==> src/hdl/binary_frame_builder_fletcher8_defines.svh <==
// Assertion macros for the frame builder.
// Used by the top level only; empty under SYNTHESIS.
`ifndef BINARY_FRAME_BUILDER_FLETCHER8_DEFINES_SVH
`define BINARY_FRAME_BUILDER_FLETCHER8_DEFINES_SVH
`ifndef SYNTHESIS
`define BFB_ASSERT(label, clk, rst_n, prop, msg) \
    label: assert property (@(posedge clk) disable iff (!rst_n) prop) else $error(msg);
`define BFB_NEVER(label, clk, rst_n, expr, msg) \
    label: assert property (@(posedge clk) disable iff (!rst_n) !(expr)) else $error(msg);
`else
`define BFB_ASSERT(label, clk, rst_n, prop, msg)
`define BFB_NEVER(label, clk, rst_n, expr, msg)
`endif
`endif

==> src/hdl/bfb_pkg.sv <==
// Shared types and constants of the frame builder.
// No dependencies.
package bfb_pkg;

    localparam int DATA_W    = 8;
    localparam int LEN_W     = 16;
    localparam int CFG_IDX_W = 8;
    localparam int QDEPTH    = 4;
    localparam int QAW       = 2;
    localparam int QCW       = 3;
    localparam int STEP_W    = 3;

    localparam logic [CFG_IDX_W-1:0] REG_SYNC_FIRST  = 8'd0;
    localparam logic [CFG_IDX_W-1:0] REG_SYNC_SECOND = 8'd1;
    localparam logic [DATA_W-1:0]    SYNC_FIRST_RST  = 8'd181;
    localparam logic [DATA_W-1:0]    SYNC_SECOND_RST = 8'd98;

    // byte positions inside a header job
    localparam logic [STEP_W-1:0] H_SYNC1  = 3'd0;
    localparam logic [STEP_W-1:0] H_SYNC2  = 3'd1;
    localparam logic [STEP_W-1:0] H_CLASS  = 3'd2;
    localparam logic [STEP_W-1:0] H_MSGID  = 3'd3;
    localparam logic [STEP_W-1:0] H_LEN_LO = 3'd4;
    localparam logic [STEP_W-1:0] H_LEN_HI = 3'd5;
    localparam logic [STEP_W-1:0] H_CK_A   = 3'd6;
    localparam logic [STEP_W-1:0] H_CK_B   = 3'd7;
    // byte positions inside a payload job
    localparam logic [STEP_W-1:0] D_BYTE   = 3'd0;
    localparam logic [STEP_W-1:0] D_CK_A   = 3'd1;
    localparam logic [STEP_W-1:0] D_CK_B   = 3'd2;

    typedef enum logic [4:0] {
        K_HDR      = 5'b00001,
        K_HDR_END  = 5'b00010,
        K_DATA     = 5'b00100,
        K_DATA_END = 5'b01000,
        K_ERR      = 5'b10000
    } t_kind;

    typedef struct packed {
        t_kind             kind;
        logic [DATA_W-1:0] b0;    // class or payload byte
        logic [DATA_W-1:0] b1;
        logic [DATA_W-1:0] len_lo;
        logic [DATA_W-1:0] len_hi;
        logic [DATA_W-1:0] ck_a;
        logic [DATA_W-1:0] ck_b;
    } t_job;

    typedef struct packed {
        logic full;
        logic empty;
    } t_qstat;

    typedef struct packed {
        logic [DATA_W-1:0] sync_first;
        logic [DATA_W-1:0] sync_second;
    } t_cfg;

endpackage

==> src/hdl/bfb_if.sv <==
// Channel interfaces of the frame builder: input items, output bytes, config writes.
// Depends on bfb_pkg.
interface bfb_in_if;
    logic                      valid;
    logic                      ready;
    logic                      command;
    logic [bfb_pkg::DATA_W-1:0] class_id;
    logic [bfb_pkg::DATA_W-1:0] message_id;
    logic [bfb_pkg::LEN_W-1:0]  payload_length;
    logic [bfb_pkg::DATA_W-1:0] data_byte;
    modport source (output valid, command, class_id, message_id, payload_length,
                    data_byte, input ready);
    modport sink (input valid, command, class_id, message_id, payload_length,
                  data_byte, output ready);
endinterface

interface bfb_out_if;
    logic                      valid;
    logic                      ready;
    logic [bfb_pkg::DATA_W-1:0] out_byte;
    logic                      frame_end;
    logic                      error;
    modport source (output valid, out_byte, frame_end, error, input ready);
    modport sink (input valid, out_byte, frame_end, error, output ready);
endinterface

interface bfb_cfg_if;
    logic                         valid;
    logic                         ready;
    logic [bfb_pkg::CFG_IDX_W-1:0] index;
    logic [bfb_pkg::DATA_W-1:0]    data;
    modport source (output valid, index, data, input ready);
    modport sink (input valid, index, data, output ready);
endinterface

==> src/hdl/binary_frame_builder_fletcher8.sv <==
// Top level of the binary frame builder with 8-bit Fletcher checksum.
// Depends on bfb_pkg, bfb_if, bfb_front, bfb_fifo, bfb_back and the defines header.
//
// Usage:
//   i_in  : one item per beat. command 0 opens a frame (class, id, length),
//           command 1 carries one payload byte.
//   o_out : one frame byte per beat; frame_end marks checksum byte B, error
//           marks a payload byte that came with no frame open.
//   i_cfg : register 0 = first sync byte (reset 0xB5), 1 = second (reset 0x62).
//           Always ready; write only while the block is idle.
// Timing: a payload byte yields one output byte (three on the last byte), a
//   header six (eight when the length is zero). Sustained rate is one output
//   byte per cycle while o_out is ready and jobs are queued, set by the back end's
//   single output register. Items pass the job queue, then the output register.
//   A four-entry job queue lets input stay ready while output is stalled;
//   input ready drops only when the queue is full.
// Reset: synchronous, active low; clears checksums, open frame and queue.
`include "binary_frame_builder_fletcher8_defines.svh"
module binary_frame_builder_fletcher8 (
    input  logic      i_clk,
    input  logic      i_rst_n,
    bfb_in_if.sink    i_in,
    bfb_cfg_if.sink   i_cfg,
    bfb_out_if.source o_out
);
    import bfb_pkg::*;

    t_cfg   r_cfg;
    t_job   w_job;
    t_job   w_head;
    t_qstat w_stat;
    logic   w_push;
    logic   w_pop;

    assign i_cfg.ready = 1'b1;

    always_ff @(posedge i_clk) begin
        if (!i_rst_n) begin
            r_cfg.sync_first  <= SYNC_FIRST_RST;
            r_cfg.sync_second <= SYNC_SECOND_RST;
        end else if (i_cfg.valid) begin
            case (i_cfg.index)
                REG_SYNC_FIRST:  r_cfg.sync_first  <= i_cfg.data;
                REG_SYNC_SECOND: r_cfg.sync_second <= i_cfg.data;
                default:         r_cfg <= r_cfg;
            endcase
        end
    end

    bfb_front u_front (
        .i_clk    (i_clk),
        .i_rst_n  (i_rst_n),
        .i_in     (i_in),
        .i_q_full (w_stat.full),
        .o_push   (w_push),
        .o_job    (w_job)
    );

    bfb_fifo u_fifo (
        .i_clk   (i_clk),
        .i_rst_n (i_rst_n),
        .i_push  (w_push),
        .i_job   (w_job),
        .i_pop   (w_pop),
        .o_head  (w_head),
        .o_stat  (w_stat)
    );

    bfb_back u_back (
        .i_clk   (i_clk),
        .i_rst_n (i_rst_n),
        .i_cfg   (r_cfg),
        .i_head  (w_head),
        .i_stat  (w_stat),
        .o_pop   (w_pop),
        .o_out   (o_out)
    );

    `BFB_NEVER(a_q_full_empty, i_clk, i_rst_n, w_stat.full && w_stat.empty, "queue full and empty")
    `BFB_NEVER(a_push_full, i_clk, i_rst_n, w_push && w_stat.full, "push into full queue")
    `BFB_NEVER(a_pop_empty, i_clk, i_rst_n, w_pop && w_stat.empty, "pop from empty queue")
    `BFB_NEVER(a_end_err, i_clk, i_rst_n, o_out.valid && o_out.frame_end && o_out.error, "end beat flagged error")

endmodule

==> src/hdl/bfb_front.sv <==
// Front end: accepts items, keeps frame state and checksums, pushes one job per item.
// Depends on bfb_pkg and bfb_if.
module bfb_front (
    input  logic          i_clk,
    input  logic          i_rst_n,
    bfb_in_if.sink        i_in,
    input  logic          i_q_full,
    output logic          o_push,
    output bfb_pkg::t_job o_job
);
    import bfb_pkg::*;

    logic [DATA_W-1:0] r_sum_a, n_sum_a;
    logic [DATA_W-1:0] r_sum_b, n_sum_b;
    logic [LEN_W-1:0]  r_left, n_left;
    logic              r_open, n_open;
    logic [DATA_W-1:0] a1, a2, a3, a4, b1, b2, b3, b4;
    logic [DATA_W-1:0] pa, pb;
    logic [DATA_W-1:0] len_lo, len_hi;
    logic              accept;

    assign i_in.ready = !i_q_full;
    assign accept     = i_in.valid && !i_q_full;
    assign o_push     = accept;
    assign len_lo     = i_in.payload_length[7:0];
    assign len_hi     = i_in.payload_length[15:8];

    // header checksum starts from zero over class, id, length
    assign a1 = i_in.class_id;
    assign b1 = i_in.class_id;
    assign a2 = a1 + i_in.message_id;
    assign b2 = b1 + a2;
    assign a3 = a2 + len_lo;
    assign b3 = b2 + a3;
    assign a4 = a3 + len_hi;
    assign b4 = b3 + a4;
    assign pa = r_sum_a + i_in.data_byte;
    assign pb = r_sum_b + pa;

    always_comb begin
        n_sum_a      = r_sum_a;
        n_sum_b      = r_sum_b;
        n_left       = r_left;
        n_open       = r_open;
        o_job.kind   = K_ERR;
        o_job.b0     = i_in.data_byte;
        o_job.b1     = i_in.message_id;
        o_job.len_lo = len_lo;
        o_job.len_hi = len_hi;
        o_job.ck_a   = pa;
        o_job.ck_b   = pb;
        if (!i_in.command) begin
            o_job.b0   = i_in.class_id;
            o_job.ck_a = a4;
            o_job.ck_b = b4;
            n_sum_a    = a4;
            n_sum_b    = b4;
            n_left     = i_in.payload_length;
            n_open     = (i_in.payload_length != '0);
            o_job.kind = (i_in.payload_length == '0) ? K_HDR_END : K_HDR;
        end else if (r_open) begin
            n_sum_a = pa;
            n_sum_b = pb;
            if (r_left == 16'd1) begin
                o_job.kind = K_DATA_END;
                n_left     = '0;
                n_open     = 1'b0;
            end else begin
                o_job.kind = K_DATA;
                n_left     = r_left - 16'd1;
            end
        end
    end

    always_ff @(posedge i_clk) begin
        if (!i_rst_n) begin
            r_sum_a <= '0;
            r_sum_b <= '0;
            r_left  <= '0;
            r_open  <= 1'b0;
        end else if (accept) begin
            r_sum_a <= n_sum_a;
            r_sum_b <= n_sum_b;
            r_left  <= n_left;
            r_open  <= n_open;
        end
    end

endmodule

==> src/hdl/bfb_fifo.sv <==
// Short job queue between front and back end.
// Depends on bfb_pkg.
module bfb_fifo (
    input  logic            i_clk,
    input  logic            i_rst_n,
    input  logic            i_push,
    input  bfb_pkg::t_job   i_job,
    input  logic            i_pop,
    output bfb_pkg::t_job   o_head,
    output bfb_pkg::t_qstat o_stat
);
    import bfb_pkg::*;

    t_job             r_mem [QDEPTH];
    logic [QAW-1:0]   r_wr, r_rd;
    logic [QCW-1:0]   r_cnt;
    logic             do_push, do_pop;

    assign o_stat.full  = (r_cnt == QCW'(QDEPTH));
    assign o_stat.empty = (r_cnt == '0);
    assign do_push      = i_push && !o_stat.full;
    assign do_pop       = i_pop && !o_stat.empty;
    assign o_head       = r_mem[r_rd];

    always_ff @(posedge i_clk) begin
        if (do_push) begin
            r_mem[r_wr] <= i_job;
        end
    end

    always_ff @(posedge i_clk) begin
        if (!i_rst_n) begin
            r_wr  <= '0;
            r_rd  <= '0;
            r_cnt <= '0;
        end else begin
            if (do_push) begin
                r_wr <= r_wr + QAW'(1);
            end
            if (do_pop) begin
                r_rd <= r_rd + QAW'(1);
            end
            case ({do_push, do_pop})
                2'b10:   r_cnt <= r_cnt + QCW'(1);
                2'b01:   r_cnt <= r_cnt - QCW'(1);
                default: r_cnt <= r_cnt;
            endcase
        end
    end

endmodule

==> src/hdl/bfb_back.sv <==
// Back end: expands the head job into output bytes, one per beat, through an output register.
// Depends on bfb_pkg and bfb_if.
module bfb_back (
    input  logic            i_clk,
    input  logic            i_rst_n,
    input  bfb_pkg::t_cfg   i_cfg,
    input  bfb_pkg::t_job   i_head,
    input  bfb_pkg::t_qstat i_stat,
    output logic            o_pop,
    bfb_out_if.source       o_out
);
    import bfb_pkg::*;

    logic [STEP_W-1:0] r_step;
    logic              r_valid;
    logic [DATA_W-1:0] r_byte, n_byte;
    logic              r_end, n_end;
    logic              r_err, n_err;
    logic              last;
    logic              load;

    assign load = !i_stat.empty && (!r_valid || o_out.ready);
    assign o_pop = load && last;

    always_comb begin
        n_byte = '0;
        n_end  = 1'b0;
        n_err  = 1'b0;
        last   = 1'b1;
        case (i_head.kind)
            K_HDR, K_HDR_END: begin
                case (r_step)
                    H_SYNC1:  n_byte = i_cfg.sync_first;
                    H_SYNC2:  n_byte = i_cfg.sync_second;
                    H_CLASS:  n_byte = i_head.b0;
                    H_MSGID:  n_byte = i_head.b1;
                    H_LEN_LO: n_byte = i_head.len_lo;
                    H_LEN_HI: n_byte = i_head.len_hi;
                    H_CK_A:   n_byte = i_head.ck_a;
                    H_CK_B: begin
                        n_byte = i_head.ck_b;
                        n_end  = 1'b1;
                    end
                    default:  n_byte = '0;
                endcase
                last = (i_head.kind == K_HDR) ? (r_step == H_LEN_HI) : (r_step == H_CK_B);
            end
            K_DATA, K_DATA_END: begin
                case (r_step)
                    D_BYTE: n_byte = i_head.b0;
                    D_CK_A: n_byte = i_head.ck_a;
                    D_CK_B: begin
                        n_byte = i_head.ck_b;
                        n_end  = 1'b1;
                    end
                    default: n_byte = '0;
                endcase
                last = (i_head.kind == K_DATA) ? (r_step == D_BYTE) : (r_step == D_CK_B);
            end
            K_ERR: begin
                n_err = 1'b1;
            end
            default: begin
                n_byte = '0;
            end
        endcase
    end

    always_ff @(posedge i_clk) begin
        if (load) begin
            r_byte <= n_byte;
            r_end  <= n_end;
            r_err  <= n_err;
        end
    end

    always_ff @(posedge i_clk) begin
        if (!i_rst_n) begin
            r_step  <= '0;
            r_valid <= 1'b0;
        end else begin
            if (load) begin
                r_step  <= last ? '0 : r_step + STEP_W'(1);
                r_valid <= 1'b1;
            end else if (o_out.ready) begin
                r_valid <= 1'b0;
            end
        end
    end

    assign o_out.valid     = r_valid;
    assign o_out.out_byte  = r_byte;
    assign o_out.frame_end = r_end;
    assign o_out.error     = r_err;

endmodule
==> src/flat_wrapper.sv <==
// flat-port wrapper written by rule: the top's interface ports become plain ports
module binary_frame_builder_fletcher8_flat import bfb_pkg::*;
  (i_clk, i_rst_n, i_in_valid, i_in_command, i_in_class_id, i_in_message_id, i_in_payload_length, i_in_data_byte, i_in_ready, i_cfg_valid, i_cfg_index, i_cfg_data, i_cfg_ready, o_out_valid, o_out_out_byte, o_out_frame_end, o_out_error, o_out_ready);
  bfb_in_if i_in_i ();
  bfb_cfg_if i_cfg_i ();
  bfb_out_if o_out_i ();
  input  logic i_clk;
  input  logic i_rst_n;
  input wire logic [$bits(i_in_i.valid)-1:0] i_in_valid;
  input wire logic [$bits(i_in_i.command)-1:0] i_in_command;
  input wire logic [$bits(i_in_i.class_id)-1:0] i_in_class_id;
  input wire logic [$bits(i_in_i.message_id)-1:0] i_in_message_id;
  input wire logic [$bits(i_in_i.payload_length)-1:0] i_in_payload_length;
  input wire logic [$bits(i_in_i.data_byte)-1:0] i_in_data_byte;
  output wire logic [$bits(i_in_i.ready)-1:0] i_in_ready;
  input wire logic [$bits(i_cfg_i.valid)-1:0] i_cfg_valid;
  input wire logic [$bits(i_cfg_i.index)-1:0] i_cfg_index;
  input wire logic [$bits(i_cfg_i.data)-1:0] i_cfg_data;
  output wire logic [$bits(i_cfg_i.ready)-1:0] i_cfg_ready;
  output wire logic [$bits(o_out_i.valid)-1:0] o_out_valid;
  output wire logic [$bits(o_out_i.out_byte)-1:0] o_out_out_byte;
  output wire logic [$bits(o_out_i.frame_end)-1:0] o_out_frame_end;
  output wire logic [$bits(o_out_i.error)-1:0] o_out_error;
  input wire logic [$bits(o_out_i.ready)-1:0] o_out_ready;
  assign i_in_i.valid = i_in_valid;
  assign i_in_i.command = i_in_command;
  assign i_in_i.class_id = i_in_class_id;
  assign i_in_i.message_id = i_in_message_id;
  assign i_in_i.payload_length = i_in_payload_length;
  assign i_in_i.data_byte = i_in_data_byte;
  assign i_in_ready = i_in_i.ready;
  assign i_cfg_i.valid = i_cfg_valid;
  assign i_cfg_i.index = i_cfg_index;
  assign i_cfg_i.data = i_cfg_data;
  assign i_cfg_ready = i_cfg_i.ready;
  assign o_out_valid = o_out_i.valid;
  assign o_out_out_byte = o_out_i.out_byte;
  assign o_out_frame_end = o_out_i.frame_end;
  assign o_out_error = o_out_i.error;
  assign o_out_i.ready = o_out_ready;
  binary_frame_builder_fletcher8 u_core (.i_clk(i_clk), .i_rst_n(i_rst_n), .i_in(i_in_i), .i_cfg(i_cfg_i), .o_out(o_out_i));
endmodule
==> config.mk <==
export PLATFORM = sky130hd
export DESIGN_NAME = binary_frame_builder_fletcher8_flat
export DESIGN_NICKNAME = d
export VERILOG_FILES = /design/src/hdl/bfb_pkg.sv /design/src/hdl/bfb_if.sv /design/src/hdl/binary_frame_builder_fletcher8.sv /design/src/hdl/bfb_front.sv /design/src/hdl/bfb_fifo.sv /design/src/hdl/bfb_back.sv /design/src/flat_wrapper.sv
export VERILOG_INCLUDE_DIRS = /design/src /design/src/hdl
export SDC_FILE = /design/constraint.sdc
export NUM_CORES = 1
export LEC_CHECK = 0
export BUFFER_PORTS_ARGS = -buffer_cell sky130_fd_sc_hd__buf_4
export CAP_MARGIN = 0
export CORE_MARGIN = 2
export CORE_UTILIZATION = 40
export DETAILED_ROUTE_END_ITERATION = 6
export GPL_TIMING_DRIVEN = 0
export HOLD_SLACK_MARGIN = 0.06
export PLACE_DENSITY = 0.6
export SLEW_MARGIN = 20
export SYNTH_ARGS = -nofsm -noshare
export SYNTH_HDL_FRONTEND = slang
export SYNTH_SLANG_ARGS = --single-unit
export TNS_END_PERCENT = 30
==> constraint.sdc <==
create_clock -name i_clk -period 6.7 [get_ports i_clk]
set_clock_uncertainty 0.2 [all_clocks]
set_input_delay 0.67 -clock i_clk [delete_from_list [all_inputs] [get_ports i_clk]]
set_output_delay 0.67 -clock i_clk [all_outputs]
set_load 0.01 [all_outputs]
Word level (Yosys, flattened, before mapping) --
Memory sizes are Yosys's and may differ from the RTL's. A register that Yosys moved wholly into a read port is not among the register bits. Index checks and enable logic that the tools add are counted.
Word-level totals: register bits after elaboration 70, RAM bits 212, input port bits 62, output and inout port bits 13, logic and storage cells 102, memories kept 1
Operators by class: add/subtract/negate cells 14, equal/unequal tests 18, muxes and demuxes 34, reductions and logical operators 21
Memory list:
- u_core.u_fifo.r_mem | depth 4, width 53, rd ports 1, clocked after Yosys merged registers in 1, write ports 1, RTL line bfb_fifo.sv:14 | t_job r_mem [QDEPTH];
Operators by type and width (count):
- $add 8x8->8 | 8
- $mux 16 | 4
- $pmux 8 s8 | 1
- $mux 8 | 5
- $pmux 8 s3 | 1
- $eq 16x1->1 const B | 1
- $logic_not 16->1 | 1
- $pmux 8 s2 | 1
- $reduce_bool 16->1 | 1
- $sub 16x1->16 const B | 1
- $eq 3x3->1 const B | 5
- $mux 1 | 12
- $mux 5 | 2
- $eq 8x1->1 const B | 1
- $logic_not 8->1 | 1
- $add 3x1->3 const B | 2
- $eq 3x2->1 const B | 2
- $logic_not 3->1 | 2
- $mux 2 | 3
- $pmux 3 s2 | 1
- $reduce_and 2->1 | 3
- $eq 5x1->1 const B | 1
- $eq 5x2->1 const B | 1
- $eq 5x3->1 const B | 1
- other kinds (16) | 26

Depth between registers and ports, before layout --
depth in word-level cells 7, depth in mapped cells 23, mapped depth without buffers 23

Cells and area by module --
A second synthesis with hierarchy kept.
Unflattened totals: cell total of the unflattened synthesis 1081, area, all modules 14332.5 um2
Modules (own cells, without submodules):
- bfb_fifo | times used 1, cells each 331, area an instance 8194.1 um2, sequential area each 6546.3 um2
- bfb_front | times used 1, cells each 533, area an instance 4136.5 um2, sequential area each 660.6 um2
- bfb_back | times used 1, cells each 139, area an instance 1298.7 um2, sequential area each 380.4 um2
- binary_frame_builder_fletcher8 | times used 1, cells each 78, area an instance 703.2 um2, sequential area each 320.3 um2

Worst setup path before layout --
Ideal clock, no wire load.
path type input-to-reg, start point in i_in_message_id[0], end point mem u_core.u_fifo.r_mem[0][7] (netlist name) (data pin), library setup time 0.288 ns, arrival 5.160 ns, required time 6.212 ns, setup slack 1.052 ns, cell stages on the path 22, path buffers 0, cell sequence ha_1 -> fa_1 -> xor2_1 -> ha_1 -> a21o_1 -> a21oi_1 -> o21bai_1 -> a21oi_1 -> xnor2_1 -> ha_1 -> inv_1 -> nand2_1 -> a21oi_1 -> a2111oi_0 -> fa_1 -> inv_1 -> ha_1 -> nor3_1 -> a21oi_1 -> nand3_1 -> xnor2_1 -> mux2i_1
RTL lines:
- start, declared | RTL line flat_wrapper.sv:12 | input wire logic [$bits(i_in_i.message_id)-1:0] i_in_message_id;
- end, declared | RTL line bfb_fifo.sv:14

==> impl_metrics.csv <==
group,metric,value,unit
timing,worstMarginPinSlew,0.970,ns
setup_path,cp.required,6.78,ns
setup_path,start_kind,"input port",
floorplan,ioPinCount,75,
synth,synthSimpleGateAreaFrac,7.55,%
synth,synth-seq-area-share,56.2,%
setup_path,reg2reg_slack,2.45,ns
floorplan,core_area,0.0345,mm^2
finish,antenna_cells,0,
routing,route.vias.total,9381,
synth,synth_area,0.0141,mm^2
finish,final_cell_mix,"222 x edfxtp_1, 76 x buf_4, 72 x a21oi_1, 62 x nand2_1, 62 x dfxtp_1",
setup_path,cp.depth,21,
setup_path,critPathCaptureType,"register",
routing,totalWireLength,37500,um
place,gp_congestion,0.890,
synth,synthAdderAreaFrac,7.69,%
synth,synth-xor-area-share,2.49,%
timing,fin_crit,5.90,ns
min_path,hold_depth,1,
synth,synthMuxAreaShare,11.7,%
grt,grtUsageTotal,20.9,%
clock_network,cts.path.max_buffers,3,
synth,async_flop_share,0,%
run_status,outcome,"finished with violations",
synth,synthFlopType,"edfxtp_1",
clock_network,cts_max_level,1,
setup_path,cp_common_cell,"ha_1",
floorplan,initial_core_util,40.7,%
setup_path,cpPeakStageDelay,0.55,ns
routing,route.detailed.drc,7,
synth,yosysUniqueCellTypes,65,
synth,synth_edf_count,222,
clock_network,cts.sinks,284,
place,dp_slack,-0.00654,ns
power_and_ir_drop,p_leak,5.86,nW
finish,mostFrequentLayoutCell,"edfxtp_1",
finish,layout-drive-gt1-share,17.5,%
timing,fmax,0.169,GHz
power_and_ir_drop,p_per_area,430,mW/mm^2
place,placed_area,0.0153,mm^2
timing,fin_ws,0.796,ns
setup_path,cp_num_buf_inv,2,
timing,hold_viol,0,
clock_network,clk_transition_reported_paths,0.07,ns
floorplan,die-area,0.0367,mm^2
floorplan,placementRows,68,
clock_network,post_cts_buffers,0,
synth,synth-seq-cells,284,
setup_path,path_delay_family,"adder cells",
synth,synth_top_family_by_area,"multiplexers",
synth,syn_nets,1195,
clock_network,cts.repair.resized,0,
synth,avgSynthCellArea,13.3,um^2
finish,fin_util,47.0,%
routing,drtIter0Drc,849,
timing,period_share,88.1,%
setup_path,cp_cell_sequence,"buf_4 -> ha_1 -> nand2_1 -> o21ai_0 -> nor2b_1 -> ha_1 -> nand2_1 -> o21ai_0 -> nor2b_1 -> ha_1 -> o21a_1 -> o21ai_0 -> nor4b_1 -> a2111oi_2 -> fa_1 -> inv_1 -> ha_1 -> or4_1 -> nand3_1 -> xnor2_1 -> mux2i_1",
job,maxCapViolations,0,
clock_network,cts_tree,"built",
setup_path,crit_path_max_fanout,5,
timing,rsz0062_at_grt,"no",
synth,synth-compound-area-share,11.3,%
run_status,violations,"DRC",
place,dp_hpwl,27500,um
power_and_ir_drop,peakVddDrop,0.270,mV
clock_network,clock_latency,0.56,ns
grt,antenna_found_initial,0,
synth,yosys_warnings,0,
place,port_buffers,72,
clock_network,cts_hold_buf,0,
min_path,hp-class,"in -> reg",
clock_network,cts-root-buf,"clkbuf_16",
finish,design_area,0.0162,mm^2
grt,grt_pass1_vias,9398,
synth,postSynthCellCount,1058,
floorplan,die_y,191,um
grt,grt_pass1_wl,57200,um
timing,setup_viol,0,
routing,routedWlPerCell,22.8,um
finish,synthToLayoutAreaGrowth,15.6,%
clock_network,cts_made_buffers,30,
routing,postRouteAntennaNets,0,
setup_path,crit_slowest_cell,"fa_1",
routing,first_pass_iters,7,
grt,grt_max_degree,45,
routing,via_per_inst,5.71,
grt,grt-ovfl-total,0,
setup_path,worst_ep_arrival_time,5.98,ns
setup_path,reg2reg_depth,15,
finish,fin_nets,1303,
setup_path,path_class,"in -> reg",
floorplan,die_w,191,um
timing,slew_violations,0,
timing,max_slew_margin,35.1,%
==> cells by family (layout without fill, tap and decap cells) <==
group / Yosys count / count (layout)
flops: 284 / 284
compound gates: 239 / 239
simple gates: 216 / 216
buf+inv: 107 / 237
mux: 96 / 96
fa+ha+maj: 75 / 75
xor+xnor: 40 / 40
other cells: 1 / 1
==> stage by stage <==
stage	hold slack, ns	setup TNS (ns)	total power [mW]	cells
global route	0.129	0	7.40	1643
detailed placement	0.255	-0.0261	5.39	1589
global placement	0.247	-1.35	5.32	1585
floorplan	0.236	0	4.46	1058
CTS	0.118	0	7.01	1643
finish	0.135	0	6.98	1643
==> state kept, by name, summed over array words and instances (netlist names), named ones only <==
name	flops
u_core.u_fifo.r_mem	212
u_core.r_cfg	16
u_core.u_front.r_left	16
u_core.u_back.o_out.out_byte	8
u_core.u_front.r_sum_a	8
u_core.u_front.r_sum_b	8
u_core.u_back.r_step	3
u_core.u_fifo.r_cnt	3
u_core.u_fifo.r_rd	2
u_core.u_fifo.r_wr	2
u_core.u_back.o_out.error	1
u_core.u_back.o_out.frame_end	1
u_core.u_back.o_out.valid	1
u_core.u_front.r_open	1
==> per-layer routing <==
layer,share of wire [%],global-route usage [%],up-vias,routed length [um]
met5,0,0,-,0
met1,45,29.4,4708,16800
met3,5.8,2.96,69,2190
li1,-,-,4281,-
met4,3.6,7.40,0,1350
met2,46,33.2,323,17200
==> power breakdown <==
group	switching [mW]	internal (mW)	total (mW)	leakage (nW)
clock network	0.679	0.934	1.61	0.466
registers	0.0953	2.37	2.46	2.56
logic	1.76	1.14	2.91	2.84
==> synth_stat cells (4+ instances only) <==
cell | number | area [um^2]
o31ai_1 | 4 | 30.0
and2_1 | 7 | 43.8
a22o_1 | 14 | 123
o21ai_0 | 45 | 225
o22ai_1 | 7 | 43.8
ha_1 | 56 | 701
a221oi_1 | 4 | 35.0
inv_1 | 57 | 214
edfxtp_1 | 222 | 6670
mux2i_1 | 31 | 310
or4_1 | 8 | 60.1
mux2_2 | 12 | 135
a32o_1 | 7 | 70.1
o21ai_1 | 6 | 30.0
nand3_1 | 14 | 70.1
buf_1 | 8 | 30.0
buf_2 | 8 | 40.0
nor4_1 | 14 | 87.6
nor2b_1 | 14 | 87.6
buf_4 | 4 | 30.0
or3_1 | 4 | 25.0
dfxtp_1 | 62 | 1240
fa_1 | 19 | 380
xnor2_1 | 24 | 210
a222oi_1 | 6 | 60.1
nor3_1 | 19 | 95.1
clkbuf_1 | 29 | 109
a21oi_1 | 72 | 360
o21a_1 | 7 | 52.6
mux4_2 | 53 | 1190
nor3b_1 | 6 | 45.0
xor2_1 | 16 | 140
a211oi_1 | 12 | 90.1
o211ai_1 | 10 | 75.1
a221o_1 | 5 | 50.1
o21bai_1 | 6 | 45.0
nand2_1 | 62 | 233
nor2_1 | 50 | 188
a21o_1 | 13 | 97.6
==> worst paths after layout <==
| path | startpoint | end |
|---|---|---|
| max reg2reg | u_core.u_back.r_step[1] | u_core.u_fifo.r_cnt[2] |
| min | i_in_message_id[6] | u_core.u_fifo.r_mem[3][38] |
| min reg2reg | u_core.u_front.r_sum_a[0] | u_core.u_front.r_sum_a[0] |
| max | i_in_message_id[2] | u_core.u_fifo.r_mem[1][7] |
==> worst register-to-register path, delay by kind of cell, from the launching register on <==
| kind | cells | cell delay (ns) |
|---|---|---|
| XOR/XNOR | 1 | 0.16 |
| AND/OR/NAND/NOR | 3 | 0.65 |
| buffers and inverters | 4 | 1.00 |
| flip-flops | 1 | 0.37 |
| adder cells (fa/ha/maj) | 3 | 0.78 |
| AO/OA/AOI/OAI | 4 | 1.02 |
==> cell type report <==
type	count	area, um^2
Timing Repair Buffer	76	643
Inverter	57	214
Fill cell	3152	18300
Sequential cell	284	7910
Buffer	50	220
Tap cell	455	569
Multi-Input combinational cell	667	5740
Clock inverter	19	183
Clock buffer	35	769
(Power assumes the default switching activity.)
